`config.mk`:
```
export PLATFORM = sky130hd
export DESIGN_NAME = olist_cell
export DESIGN_NICKNAME = d
export VERILOG_FILES = /design/src/rtl/olist_pkg.sv /design/src/rtl/olist_cell.sv
export SDC_FILE = /design/constraint.sdc
export NUM_CORES = 1
export LEC_CHECK = 0
export BUFFER_PORTS_ARGS = -buffer_cell sky130_fd_sc_hd__buf_2
export CAP_MARGIN = 10
export CORE_MARGIN = 1.5
export CORE_UTILIZATION = 41
export CTS_CLUSTER_DIAMETER = 60
export DETAILED_ROUTE_END_ITERATION = 10
export GPL_TIMING_DRIVEN = 0
export PLACE_DENSITY = 0.84
export SYNTH_ARGS = -nofsm -noshare
export SYNTH_HDL_FRONTEND = slang
export SYNTH_SLANG_ARGS = --single-unit
```
`constraint.sdc`:
```
create_clock -name clk -period 4.91 [get_ports clk]
set_input_delay 1.473 -clock clk [delete_from_list [all_inputs] [get_ports clk]]
set_output_delay 1.473 -clock clk [all_outputs]
set_load 0.02 [all_outputs]
```
`src/rtl/olist_pkg.sv`:
```
// ---------------------------------------------------------------------------
// Ordered list engine package
// Shared constants, command and status codes, and control types.
// ---------------------------------------------------------------------------
package olist_pkg;

  localparam int CAPACITY_DEF   = 64;
  localparam int WORD_WIDTH_DEF = 32;

  localparam int OP_W  = 3;
  localparam int POS_W = 7;
  localparam int VAL_W = 32;
  localparam int ST_W  = 2;
  localparam int CNT_OUT_W = 7;

  // The two spare codes are accepted and leave the list unchanged.
  typedef enum logic [OP_W-1:0] {
    OP_INSERT    = 3'd0,
    OP_DEL_POS   = 3'd1,
    OP_LOCATE    = 3'd2,
    OP_DEL_MATCH = 3'd3,
    OP_DEL_ALL   = 3'd4,
    OP_CLEAR     = 3'd5,
    OP_SPARE6    = 3'd6,
    OP_SPARE7    = 3'd7
  } op_t;

  typedef enum logic [ST_W-1:0] {
    ST_OK        = 2'd0,
    ST_BAD_POS   = 2'd1,
    ST_NOT_FOUND = 2'd2,
    ST_FULL      = 2'd3
  } st_t;

  typedef enum logic [1:0] {
    S_IDLE,
    S_CHECK,
    S_SCAN,
    S_RESULT
  } fsm_t;

  // Row control broadcast to every cell each cycle.
  typedef enum logic [1:0] {
    RING_HOLD,
    RING_INSERT,
    RING_KEEP,
    RING_DROP
  } ring_t;

endpackage

```
`src/rtl/olist_cell.sv`:
```
// ---------------------------------------------------------------------------
// Ordered list cell
// Holds one list entry and picks its next word from its neighbors, the
// head of the row or the word being inserted.
// ---------------------------------------------------------------------------
module olist_cell #(
  parameter int WORD_WIDTH = olist_pkg::WORD_WIDTH_DEF,
  parameter int IDX_W      = 6,
  parameter int INDEX      = 0
) (
  input  logic                   clk,
  input  olist_pkg::ring_t       ring_mode,
  input  logic [IDX_W-1:0]       ring_idx,
  input  logic [WORD_WIDTH-1:0]  left,
  input  logic [WORD_WIDTH-1:0]  right,
  input  logic [WORD_WIDTH-1:0]  head,
  input  logic [WORD_WIDTH-1:0]  load_word,
  output logic [WORD_WIDTH-1:0]  word
);
  import olist_pkg::*;

  localparam logic [IDX_W-1:0] MY_IDX = IDX_W'(INDEX);

  logic [WORD_WIDTH-1:0] word_next;

  // During a rotation the tail cell takes the head word, and every cell
  // below the tail takes the word from its right neighbor.
  always_comb begin
    word_next = word;
    case (ring_mode)
      RING_INSERT: begin
        if (MY_IDX == ring_idx) begin
          word_next = load_word;
        end else if (MY_IDX > ring_idx) begin
          word_next = left;
        end
      end
      RING_KEEP: begin
        if (MY_IDX < ring_idx) begin
          word_next = right;
        end else if (MY_IDX == ring_idx) begin
          word_next = head;
        end
      end
      RING_DROP: begin
        if (MY_IDX < ring_idx) begin
          word_next = right;
        end
      end
      default: word_next = word;
    endcase
  end

  always_ff @(posedge clk) begin
    word <= word_next;
  end

endmodule

```
==> metrics.md <==
| Metric | Value |
|---|---|
| Status | `complete, no violations` |
| Iteration-0 DRC Markers | `57` |
| Max Clk Rate | `366 MHz` |
| Hold Path Cell Cnt | `2` |
| Crit end category | `flop` |
| XOR/XNOR Fraction of Synth Area | `0.00383` |
| Hold-fix buffer count after cts | `0` |
| Max reg flops | `32` |
| Max-slew headroom at the worst pin | `0.760` |
| Synthesized flop and latch total | `32` |
| Routed Wire Length | `5960 um` |
| Die area | `0.00603 mm^2` |
| Clock buffer count from CTS | `5` |
| Initial core utilization | `0.436` |
| Worst Hold Class | `in2reg` |
| Grt ovf | `0` |
| CTS tree | `done` |
| Max Slew Vio Count | `0` |
| DP Wirelength | `4980 um` |
| Ports | `169` |
| Most flops, register | `word` |
| Worst Hold End | `word[31]$_DFFE_PP_` |
| Most common cell after layout, fill and taps aside | `buf_2` |
| Postcts setup bufs | `0` |
| Hold_ws | `1.58 ns` |
| Tmin final | `2.73 ns` |
| Post-CTS sizing | `0` |
| Routed Antenna Nets | `0` |
| Cell area power density | `~230 mW/mm^2` |
| Slew @ Worst Pin | `about 0.36 ns` |
| Routed length per placed instance | `16.7 um` |
| Core area | `0.00524 mm^2` |
| Syn avg cell area | `about 20 um^2` |
| Area grow syn2layout | `45.9%` |
| Sequential element share of the synthesized area | `0.421` |
| # DRC | `0` |
| Biggest regs | `word: 32 flops` |
| Critical path peak fanout | `10` |
| Routed vias | `around 1800` |
| Largest net degree at the start of global routing | `18` |
| Startpoint types | `input pin` |
| Die Y | `77.7 um` |
| DR vias/cell | `between 5 and 6` |
| Setup_tns | `0 ns` |
| Sink Count | `32` |
| Synth warn | `0` |
| First-pass GRT wire length | `9320 um` |
| Clock slew at reported path FFs | `0.07 ns` |
| Cells after Synth | `112` |
| Commonest non-fill, non-tap cells in the layout | `buf_2 (173), mux4_2 (32), edfxtp_1 (32)` |
| Worst Setup SP | `ring_idx[5]` |
| Hold path startpoint | `load_word[31]` |
| Portion of netlist area occupied by mux cells | `0.521` |
| Count of final setup violators | `0` |
| Largest family of logic cells by synthesized area | `multiplexers` |
| Worst VDD drop | `0.0886 mV` |
| Post-Synth Adder-Cell Area | `0` |
| Syn Nets | `249` |
| Dpl cells | `350` |
| RD Place Congestion | `0.777` |
| Row count | `26` |
| Cell area after synthesis | `0.00228 mm^2` |
| Tcrit/Tclk final | `0.556` |
| Lkg Pwr | `1.57 nW` |
| Root Driver | `clkbuf_8` |
| GRT Overall Usage | `0.205` |
| I/O Buffers | `166` |
| Max-cap violations | `0` |
| Fin. Hold Viols | `0` |
| Layout cells sized above 1 | `0.875` |
| Simple-gate area share of the yosys netlist | `0.00821` |
| H-tree depth | `2` |
| Post-Layout Cell Count | `357` |
| 1st-pass router iterations | `4` |
| Crit path required time | `approximately 4.9 ns` |
| CTS Buffer Depth | `2` |
| ANT cells | `0` |
| Compound-Gate Fraction of Synth Area | `0` |
| DIE WIDTH | `~78 um` |
| CP Data Arrival Time | `2.73 ns` |
| RSZ-0062 raised after global routing | `no` |
| Nets@finish | `424` |
| Vias in the first global route | `2016` |
| Crit Path Class | `in2reg` |
| Antenna violations before repair | `0` |
| Final Power | `0.755 mW` |
| Synth unique cells | `12` |
## power by group
| group | switching, mW | internal, mW | leakage [nW] |
|---|---|---|---|
| Clock | 0.0928 | 0.0958 | 0.0400 |
| Combinational | 0.0989 | 0.130 | 1.22 |
| Sequential | 0.00532 | 0.333 | 0.313 |
## worst max path at each step
stage / endpoint / slack (ns) / cells past startpoint
2_1_floorplan: word[0]$_DFFE_PP_ / 0.84 / 3
3_3_place_gp: word[9]$_DFFE_PP_ / 0.06 / 4
3_5_place_dp: word[6]$_DFFE_PP_ / 1.88 / 5
4_1_cts: word[6]$_DFFE_PP_ / 2.17 / 5
5_1_grt: word[5]$_DFFE_PP_ / 2.06 / 5
6_report: word[5]$_DFFE_PP_ / 2.18 / 5
## Yosys cell counts
cell type  number  area, um^2
buf_12          3        60.1
buf_2           7        35.0
buf_6           1        11.3
edfxtp_1       32         961
mux2_2          3        33.8
mux2_4         29         435
mux4_2         32         721
nand2_1         1        3.75
nand3_1         1        5.00
nor2_1          1        3.75
nor4_1          1        6.26
xnor2_1         1        8.76
## routing by layer
layer  track usage  share of wire  vias to the layer above
met5             0              0                        -
met4        0.0891          0.022                        0
met3        0.0482          0.058                       10
met2         0.385           0.57                      103
met1         0.215           0.35                      865
li1              -              -                      839
## kinds of logic (layout without fill, tap and decap cells)
group,Yosys count,count (layout)
multiplexers,64,64
flip-flops,32,32
buffers and inverters,11,186
AND/OR/NAND/NOR,4,4
XOR/XNOR,1,1
## stage by stage
stage,util,area (um^2),setup slack (ns)
after floorplan,-,2280,0.843
after global placement,0.612,3200,0.0561
after detailed placement,0.621,3250,1.88
after CTS,0.637,3330,2.17
after global routing,0.637,3330,2.06
final,0.637,3330,2.18
## critical path: stages
cell and delay [ns]:
buf_2 0.10, nor4_1 0.35, nand2_1 0.22, buf_2 0.27, mux4_2 0.33
## area by class of cell
class / instances / area [um^2]
Clock inverter: 2 / 12.5
Tap cell: 70 / 87.6
Clock buffer: 5 / 68.8
Buffer: 11 / 106
Timing Repair Buffer: 168 / 873
Multi-Input combinational cell: 69 / 1220
Fill cell: 407 / 1900
Sequential cell: 32 / 961
No activity file was read; power rests on OpenSTA's default activity.
