File: src/rtl/olist_pkg.sv
// ---------------------------------------------------------------------------
// Ordered list engine package
// Shared constants, command and status codes, and control types.
// ---------------------------------------------------------------------------
package olist_pkg;

  localparam int CAPACITY_DEF   = 64;
  localparam int WORD_WIDTH_DEF = 32;

  localparam int OP_W  = 3;
  localparam int POS_W = 7;
  localparam int VAL_W = 32;
  localparam int ST_W  = 2;
  localparam int CNT_OUT_W = 7;

  // The two spare codes are accepted and leave the list unchanged.
  typedef enum logic [OP_W-1:0] {
    OP_INSERT    = 3'd0,
    OP_DEL_POS   = 3'd1,
    OP_LOCATE    = 3'd2,
    OP_DEL_MATCH = 3'd3,
    OP_DEL_ALL   = 3'd4,
    OP_CLEAR     = 3'd5,
    OP_SPARE6    = 3'd6,
    OP_SPARE7    = 3'd7
  } op_t;

  typedef enum logic [ST_W-1:0] {
    ST_OK        = 2'd0,
    ST_BAD_POS   = 2'd1,
    ST_NOT_FOUND = 2'd2,
    ST_FULL      = 2'd3
  } st_t;

  typedef enum logic [1:0] {
    S_IDLE,
    S_CHECK,
    S_SCAN,
    S_RESULT
  } fsm_t;

  // Row control broadcast to every cell each cycle.
  typedef enum logic [1:0] {
    RING_HOLD,
    RING_INSERT,
    RING_KEEP,
    RING_DROP
  } ring_t;

endpackage

File: src/rtl/olist_seq.sv
// ---------------------------------------------------------------------------
// Ordered list sequencer
// Takes requests, checks positions, steers the cell row through inserts
// and rotations, and assembles the result.
// ---------------------------------------------------------------------------
module olist_seq #(
  parameter int CAPACITY   = olist_pkg::CAPACITY_DEF,
  parameter int WORD_WIDTH = olist_pkg::WORD_WIDTH_DEF,
  parameter int IDX_W      = $clog2(CAPACITY)
) (
  input  logic                                  clk,
  input  logic                                  rst,
  input  logic                                  start,
  input  logic [olist_pkg::OP_W-1:0]            opcode,
  input  logic [olist_pkg::POS_W-1:0]           position,
  input  logic signed [olist_pkg::VAL_W-1:0]    value,
  input  logic [WORD_WIDTH-1:0]                 head,
  output logic                                  busy,
  output logic                                  done,
  output olist_pkg::ring_t                      ring_mode,
  output logic [IDX_W-1:0]                      ring_idx,
  output logic [WORD_WIDTH-1:0]                 load_word,
  output logic [olist_pkg::ST_W-1:0]            status,
  output logic [olist_pkg::CNT_OUT_W-1:0]       found_position,
  output logic signed [olist_pkg::VAL_W-1:0]    removed_value,
  output logic [olist_pkg::CNT_OUT_W-1:0]       removed_count,
  output logic [olist_pkg::CNT_OUT_W-1:0]       list_length
);
  import olist_pkg::*;

  localparam int CNT_W = $clog2(CAPACITY + 1);
  localparam int CMP_W = ((CNT_W > POS_W) ? CNT_W : POS_W) + 1;

  fsm_t                          state, state_next;
  logic [OP_W-1:0]               cmd_op, cmd_op_next;
  logic [POS_W-1:0]              cmd_pos, cmd_pos_next;
  logic signed [WORD_WIDTH-1:0]  cmd_word, cmd_word_next;
  logic [CNT_W-1:0]              count, count_next;
  logic [CNT_W-1:0]              scan_len, scan_len_next;
  logic [CNT_W-1:0]              step, step_next;
  logic                          hit, hit_next;
  logic [CNT_W-1:0]              found_pos, found_pos_next;
  logic signed [WORD_WIDTH-1:0]  rem_word, rem_word_next;
  logic [CNT_W-1:0]              rem_cnt, rem_cnt_next;
  st_t                           res_status, res_status_next;

  logic [CMP_W-1:0] pos_x, cnt_x;
  logic ins_bad, del_bad, list_full, list_empty, go_scan;
  logic hit_now, first_hit, drop, step_last;

  assign pos_x      = CMP_W'(cmd_pos);
  assign cnt_x      = CMP_W'(count);
  assign ins_bad    = (pos_x == '0) || (pos_x > cnt_x + CMP_W'(1));
  assign del_bad    = (pos_x == '0) || (pos_x > cnt_x);
  assign list_full  = (cnt_x >= CMP_W'(CAPACITY));
  assign list_empty = (count == '0);
  assign go_scan    = ((cmd_op == OP_DEL_POS) && !del_bad) ||
                      (((cmd_op == OP_LOCATE) || (cmd_op == OP_DEL_MATCH) ||
                        (cmd_op == OP_DEL_ALL)) && !list_empty);

  assign hit_now   = (head == cmd_word);
  assign first_hit = hit_now && !hit;
  assign step_last = (step == scan_len - CNT_W'(1));

  always_comb begin
    case (cmd_op)
      OP_DEL_POS:   drop = (CMP_W'(step) == pos_x - CMP_W'(1));
      OP_DEL_MATCH: drop = first_hit;
      OP_DEL_ALL:   drop = hit_now;
      default:      drop = 1'b0;
    endcase
  end

  // Next state.
  always_comb begin
    state_next = state;
    case (state)
      S_IDLE:   if (start) state_next = S_CHECK;
      S_CHECK:  state_next = go_scan ? S_SCAN : S_RESULT;
      S_SCAN:   if (step_last) state_next = S_RESULT;
      S_RESULT: state_next = S_IDLE;
      default:  state_next = S_IDLE;
    endcase
  end

  // Datapath and row control.
  always_comb begin
    cmd_op_next     = cmd_op;
    cmd_pos_next    = cmd_pos;
    cmd_word_next   = cmd_word;
    count_next      = count;
    scan_len_next   = scan_len;
    step_next       = step;
    hit_next        = hit;
    found_pos_next  = found_pos;
    rem_word_next   = rem_word;
    rem_cnt_next    = rem_cnt;
    res_status_next = res_status;
    ring_mode       = RING_HOLD;
    ring_idx        = '0;
    load_word       = cmd_word;
    case (state)
      S_IDLE: begin
        if (start) begin
          cmd_op_next     = opcode;
          cmd_pos_next    = position;
          cmd_word_next   = WORD_WIDTH'(value);
          scan_len_next   = count;
          step_next       = '0;
          hit_next        = 1'b0;
          found_pos_next  = '0;
          rem_word_next   = '0;
          rem_cnt_next    = '0;
          res_status_next = ST_OK;
        end
      end
      S_CHECK: begin
        case (cmd_op)
          OP_INSERT: begin
            if (ins_bad) begin
              res_status_next = ST_BAD_POS;
            end else if (list_full) begin
              res_status_next = ST_FULL;
            end else begin
              ring_mode  = RING_INSERT;
              ring_idx   = IDX_W'(pos_x - CMP_W'(1));
              count_next = count + CNT_W'(1);
            end
          end
          OP_DEL_POS: begin
            if (del_bad) res_status_next = ST_BAD_POS;
          end
          OP_LOCATE, OP_DEL_MATCH, OP_DEL_ALL: begin
            if (list_empty) res_status_next = ST_NOT_FOUND;
          end
          OP_CLEAR: begin
            rem_cnt_next = count;
            count_next   = '0;
          end
          default: ;
        endcase
      end
      S_SCAN: begin
        // The row rotates once per cycle; the head word is examined and
        // either moved to the tail or dropped.
        ring_mode = drop ? RING_DROP : RING_KEEP;
        ring_idx  = IDX_W'(count - CNT_W'(1));
        step_next = step + CNT_W'(1);
        if (drop) begin
          count_next   = count - CNT_W'(1);
          rem_cnt_next = rem_cnt + CNT_W'(1);
        end
        if (drop && (cmd_op == OP_DEL_POS)) rem_word_next = head;
        if (first_hit) begin
          hit_next = 1'b1;
          if (cmd_op == OP_LOCATE) found_pos_next = step + CNT_W'(1);
        end
        if (step_last) begin
          case (cmd_op)
            OP_LOCATE, OP_DEL_MATCH:
              res_status_next = (hit || hit_now) ? ST_OK : ST_NOT_FOUND;
            OP_DEL_ALL:
              res_status_next = ((rem_cnt != '0) || hit_now) ? ST_OK : ST_NOT_FOUND;
            default:
              res_status_next = ST_OK;
          endcase
        end
      end
      default: ;
    endcase
  end

  always_ff @(posedge clk) begin
    if (rst) begin
      state <= S_IDLE;
      count <= '0;
    end else begin
      state <= state_next;
      count <= count_next;
    end
    cmd_op     <= cmd_op_next;
    cmd_pos    <= cmd_pos_next;
    cmd_word   <= cmd_word_next;
    scan_len   <= scan_len_next;
    step       <= step_next;
    hit        <= hit_next;
    found_pos  <= found_pos_next;
    rem_word   <= rem_word_next;
    rem_cnt    <= rem_cnt_next;
    res_status <= res_status_next;
  end

  assign busy           = (state != S_IDLE);
  assign done           = (state == S_RESULT);
  assign status         = res_status;
  assign found_position = CNT_OUT_W'(found_pos);
  assign removed_value  = VAL_W'(rem_word);
  assign removed_count  = CNT_OUT_W'(rem_cnt);
  assign list_length    = CNT_OUT_W'(count);

endmodule

File: config.mk
export PLATFORM = sky130hd
export DESIGN_NAME = olist_seq
export DESIGN_NICKNAME = d
export VERILOG_FILES = /design/src/rtl/olist_pkg.sv /design/src/rtl/olist_seq.sv
export SDC_FILE = /design/constraint.sdc
export NUM_CORES = 1
export LEC_CHECK = 0
export CORE_ASPECT_RATIO = 1.75
export CORE_MARGIN = 3
export CORE_UTILIZATION = 50
export CTS_BUF_LIST = sky130_fd_sc_hd__clkbuf_8
export DETAILED_ROUTE_END_ITERATION = 12
export DONT_BUFFER_PORTS = 1
export SYNTH_ARGS = -nofsm -noshare
export SYNTH_HDL_FRONTEND = slang
export SYNTH_SLANG_ARGS = --single-unit
export TNS_END_PERCENT = 50
File: constraint.sdc
create_clock -name clk -period 5.02 [get_ports clk]
set_input_delay 1.004 -clock clk [delete_from_list [all_inputs] [get_ports clk]]
set_output_delay 1.004 -clock clk [all_outputs]
set_load 0.01 [all_outputs]
==> metrics.txt, run 1 <==
status finished, final reports clean; Post-synth ARST share 0%; most frequent cell after synthesis edfxtp_1; Critical Setup Path Class register to output pin; final setup fails 0; Worst R2R End removed_count[3]; clock latency at the later pin of the worst-skew pair 0.42 ns; critical path fanouts, max 11; sequential-to-total area share from yosys stat 55.97%; HP Class register to register; critical path required time 4.02 ns; Cells after Synth 504; vias in the first global route 4128; crit path cell chain and3_1, nand3_1, xnor2_1, ha_1, nand4_1, a21oi_1, a2111oi_0, buf_4, o2111ai_1, buf_4, a21o_1, a21boi_1; HP Start state[1]; Post-Route WL 15.27 mm; FF-to-FF path depth 8; worst-margin pin slew 1.029 ns; ant diodes 0; GR Util All Layers 23.26%; IO Count 174; initial antenna violation count 0; Post-synth EDFFs 105; # DRC 0; post-DP HPWL 11.56 mm; GRT overflow 0; PwrDens 641.3 nW/um2; drt initial violations 196; syn_nets 607; total CTS buffers 17; fin crit share 90.61%; Die Footprint 13310 um2; CP arrival 3.54 ns; first-pass GRT wire length 22.56 mm; Lkg Pwr 2.251 nW; Area Growth Syn to Fin 9.286%; Max Root-Sink Buffers 2; area of the mapped netlist 5956 um2; Synth Flop Type edfxtp_1; worst reg-to-reg setup slack 1.20 ns; fin util 56.20%; Max-slew headroom 31.27%; Min Clock Period, post-route 4.549 ns; largest net degree at the start of global routing 50; CP max-delay cell dfxtp_1; Hold Buf Count CTS 0; Final Instance Area 6509 um2; main area contributors after synthesis edfxtp_1 (53%), xnor2_1 (8.2%), ha_1 (5.5%); VDD IR max 321.0 uV; hold endpoint state[1]; Vias 4030; core footprint 11580 um2; CP peak stage delay 0.62 ns; CTS resizes 0; largest delay contributor family on the critical path compound AO/OA/AOI/OAI gates; Nets 612; number of distinct library cells after synthesis 65; ratio of cells with drive above 1 in the final layout 9.423%; cell taking the most area after synthesis edfxtp_1; Die Ht 150.4 um; Max Clock Skew 0.01481 ns; Clock transition at path regs 0.08 ns; most frequent CP cell buf_4; number of buffers added on ports 0; antenna-violating nets left 0; DR vias/cell 6.153; Startpoint Class register; Yosys reg bits 114; Synth warnings 0; hold depth 2; endpoints failing hold 0; synth cell count leaders edfxtp_1 (105), xnor2_1 (56), and2_1 (42); Die X 88.50 um; R2R Path Start cmd_pos[0]; fmax 219.8 MHz; total negative setup slack 0 ns; Max H-tree Level 4; Syn Area/Cell 11.82 um2; GPL Wtd Cong 0.9045; root buffer cell clkbuf_8; postcts setup bufs 0; DR WL/cell 23.31 um; max-cap violation count 0; CP endpoint kind output pin; Placed Area 6105 um2; initial core utilization 51.43%; post-synth top area share 52.94%; WP buf/inv 2; RSZ-0062 raised after global routing no; Core Rows 52; Initial DRT Pass Iterations 5; Pins Over Slew Limit 0; CTS Sinks 114; TritonCTS clock tree done; Worst Setup SP list_length[2]
==> worst max path at each step <==
stage | cells after the start | to | slack (ns)
final | 12 | ring_idx[3] | 0.47
after global routing | 12 | ring_idx[3] | 0.24
after CTS | 12 | ring_idx[3] | 0.48
after detailed placement | 12 | ring_idx[3] | 0.96
after global placement | 12 | ring_idx[3] | 1.01
after floorplan | 3 | removed_value[0] | 0.51
==> power breakdown <==
part | switching (mW) | internal, mW | leakage (nW) | total, mW
Clock | 0.369 | 0.528 | 0.205 | 0.896
Combinational | 0.830 | 0.502 | 0.948 | 1.33
Sequential | 0.426 | 1.52 | 1.10 | 1.95
Total | 1.62 | 2.55 | 2.25 | 4.17
==> cells by family after synthesis <==
logic type | after synthesis | synth area share (%)
buf+inv | 45 | 2.920
compound gates | 87 | 10.11
xor+xnor | 64 | 9.643
fa+ha+maj | 26 | 5.462
flops | 114 | 55.97
simple gates | 167 | 15.74
mux | 1 | 0.1681
==> metal layers <==
layer	up-vias	track usage (%)	part of all wire, %
met1	1929	22.93	33
met3	46	6.517	6.9
met4	0	13.24	4.9
li1	1859	-	-
met5	-	0	0
met2	196	42.13	55
==> worst reg2reg max path: stages (launching register included) <==
cell	delay (ns)
edfxtp_1	0.48
inv_1	0.13
ha_1	0.28
xnor2_1	0.34
xnor2_1	0.11
or4_4	0.55
or4b_4	0.58
o211a_2	0.23
a2111oi_2	0.75
==> layout make-up <==
type | count | area, um2
inverters | 25 | 93.84
well taps | 135 | 168.9
clock buffers | 17 | 234.0
flip-flops and latches | 114 | 3333
clock inverters | 13 | 170.2
multi-input cells | 345 | 2464
fillers | 986 | 5072
repair buffers | 6 | 45.04
==> through the flow <==
step	setup WS [ns]	std cells	hold slack [ns]	power (mW)
3_3_place_gp	1.011	625	0.5576	3.287
2_1_floorplan	0.5122	504	0.4975	2.865
5_1_grt	0.2378	655	0.6073	4.440
6_report	0.4713	655	0.5764	4.174
3_5_place_dp	0.9640	625	0.5693	3.305
4_1_cts	0.4810	655	0.5787	4.208
==> layout by cell type (no fill, tap or decap), types with 10 or more instances in the layout <==
| cell type | netlist | routed |
|---|---|---|
| o21ai_0 | 10 | 10 |
| clkbuf_8 | 0 | 17 |
| ha_1 | 26 | 25 |
| and2_1 | 42 | 41 |
| nand4_1 | 12 | 12 |
| nor3_1 | 14 | 14 |
| inv_1 | 20 | 21 |
| a21oi_1 | 20 | 19 |
| xnor2_1 | 56 | 56 |
| nand2_1 | 22 | 22 |
| nand3_1 | 13 | 13 |
| nor2_1 | 24 | 24 |
| edfxtp_1 | 105 | 105 |
==> flip-flops by register name, summed over array words and instances (netlist names) <==
name and cells:
scan_len 7, cmd_pos 7, cmd_op 3, found_position 7
step 7, status 2, removed_count 7, list_length 7
state 2, hit 1, load_word 32, removed_value 32
No activity file was read; power rests on OpenSTA's default activity.
==> run 2, diff against run 1 <==
PLACE_DENSITY_LB_ADDON = 0.12   (was unset)
==> run 2 against run 1 <==
  * Setup slack lost 0.095 ns
  * Final cell count increased by 0.61%
  * Hold slack improved by 0.021 ns
  * Clock skew decreased by 0.0041 ns
  * Highest routed layer unchanged
  * Register-to-register slack improved by 0.04 ns
  * Largest power group unchanged
  * Power up 4.0%
  * Global-route usage up 0.14 points
  * Count of clock-buffer cells in the layout is the same
  * Critical path type unchanged
==> metrics.txt, run 2 (same netlist as run 1, synthesis figures left out) <==
commonest non-fill, non-tap cell in the layout edfxtp_1; final worst slack 0.3763 ns (-0.09506 ns); CP endpoint kind output pin; Max H-tree Level 4 (unchanged); number of buffers added on ports 0 (unchanged); Lkg Pwr 2.298 nW (+2.1%); GR Util All Layers 23.39% (+0.14 points); Nets 614 (+0.33%); fillcell total 986 (unchanged); DR vias/cell 6.102 (-0.83%); postcts setup bufs 0 (unchanged); clock latency at the later pin of the worst-skew pair 0.41 ns (about the same); fmax 215.3 MHz (-2.0%); most frequent cells in the layout edfxtp_1 (105), xnor2_1 (56), and2_1 (41); Vias 4021 (-0.22%); dpl ws 0.8884 ns (-0.07561 ns); TritonCTS clock tree done; fin util 57.04% (+0.84 points); PwrDens 657.1 nW/um2 (+2.4%); CTS Sinks 114 (unchanged); Core Rows 52 (unchanged); Area Growth Syn to Fin 10.92%; Die Footprint 13310 um2 (unchanged); fin crit share 92.50% (+1.9 points); GRT overflow 0 (unchanged); Hold Buf Count CTS 0 (unchanged); initial core utilization 51.43% (unchanged); final setup fails 0 (unchanged); Pins Over Slew Limit 0 (unchanged); antenna-violating nets left 0 (unchanged); Post-Route WL 15.55 mm (+1.9%); Clock transition at path regs 0.07 ns (about the same); VDD IR max 292.8 uV (-8.8%); worst-margin pin slew 0.9988 ns (-0.02984 ns); Max Clock Skew 0.01071 ns (-0.004106 ns); HP Class register to register; root buffer cell clkbuf_8; Initial DRT Pass Iterations 5 (unchanged); vias in the first global route 4114 (-0.34%); CTS resizes 0 (unchanged); Startpoint Class register; Die X 88.50 um (unchanged); ratio of cells with drive above 1 in the final layout 10.71% (+1.3 points); Internal 2.675 mW (+4.9%); post-DP HPWL 11.92 mm (+3.1%); FF/Latch Area 3333 um2 (unchanged); net switching power 1.666 mW (+2.5%); sw frac 38.38% (-0.54 points); share of total power in combinational logic 31.3% (-0.6 points); Critical Setup Path Class register to output pin; CP arrival 3.64 ns (+0.10 ns); Min Clock Period, post-route 4.644 ns (+0.09506 ns); total negative setup slack 0 ns (unchanged); total CTS buffers 17 (unchanged); area occupied by multi-input gates 2464 um2 (unchanged); RSZ-0062 raised after global routing no; Seq pwr share 44.6% (-2.0 points); core footprint 11580 um2 (unchanged); initial antenna violation count 0 (unchanged); Max-slew headroom 33.26% (+2.0 points); critical path fanouts, max 10 (-1); drt initial violations 154 (-21%); largest net degree at the start of global routing 50 (unchanged); status finished, final reports clean; first-pass GRT wire length 22.84 mm (+1.2%); IO Count 174 (unchanged); endpoints failing hold 0 (unchanged); critical path required time 4.02 ns (about the same); # DRC 0 (unchanged); Die Ht 150.4 um (unchanged); max-cap violation count 0 (unchanged); Max Root-Sink Buffers 2 (unchanged); clock network power share 24.2% (+2.7 points); GPL Wtd Cong 0.9319 (+3.0%); DR WL/cell 23.60 um (+1.2%)
## run 2: cell types whose count changed in the layout (fill, tap and decap cells not counted)
cell        previous run  this run
clkinvlp_4             1         0
clkinv_1               3         0
diode_2                0         1
inv_6                  0         5
clkinv_2               2         0
bufinv_16              4         6
clkinv_4               2         3
inv_1                 21        20
buf_4                  6         8
## run 2: through the flow
| step | instances | total power, mW | area [um2] | hold slack (ns) |
|---|---|---|---|---|
| after floorplan | 504 | 2.865 | 5956 | 0.4975 |
| after global placement | 627 | 3.277 | 6120 | 0.5580 |
| after detailed placement | 627 | 3.312 | 6120 | 0.5892 |
| after CTS | 658 | 4.370 | 6604 | 0.6000 |
| after global routing | 658 | 4.596 | 6604 | 0.6082 |
| final | 659 | 4.341 | 6606 | 0.5978 |
## run 2: critical path: stages, from the launching register on
cell       delay (ns)
dfxtp_1          0.31
buf_4            0.19
ha_1             0.24
xnor2_1          0.38
ha_1             0.35
o21ai_1          0.12
a21oi_1          0.09
a2111oi_0        0.38
buf_4            0.19
o2111ai_1        0.35
a21o_1           0.34
a21boi_1         0.27
## run 2: worst paths after layout
kind / depth (start not counted) / slack, ns / start / endpoint
min: 2 / 0.60 / state[1] / state[1]
max: 11 / 0.38 / list_length[0] / ring_idx[3]
max reg2reg: 8 / 1.24 / cmd_pos[0] / removed_count[5]
min reg2reg: 2 / 0.60 / state[1] / state[1]
## run 2: area by class of cell
class                   instances  area share (%)
inverters                      25           1.420
clock buffers                  17           3.542
repair buffers                  8          0.9091
clock inverters                14           3.788
multi-input cells             345           37.29
well taps                     135           2.557
flip-flops and latches        114           50.45
diodes                          1         0.03788
## run 2: routing by layer
metal | wire length [um] | track usage [%] | part of all wire, % | vias to the layer above
met4 | 558 | 11.95 | 3.6 | 0
met2 | 8745 | 43.93 | 56 | 185
li1 | - | - | - | 1869
met3 | 989 | 6.024 | 6.4 | 32
met5 | 0 | 0 | 0 | -
met1 | 5258 | 22.58 | 34 | 1935
## run 2: power by group through the flow
stage | logic [mW] | clock network, mW | registers (mW)
2_1_floorplan | 1.02 | 0 | 1.84
3_3_place_gp | 1.32 | 0 | 1.95
3_5_place_dp | 1.35 | 0 | 1.96
4_1_cts | 1.36 | 1.07 | 1.94
5_1_grt | 1.50 | 1.11 | 1.99
6_report | 1.36 | 1.05 | 1.93
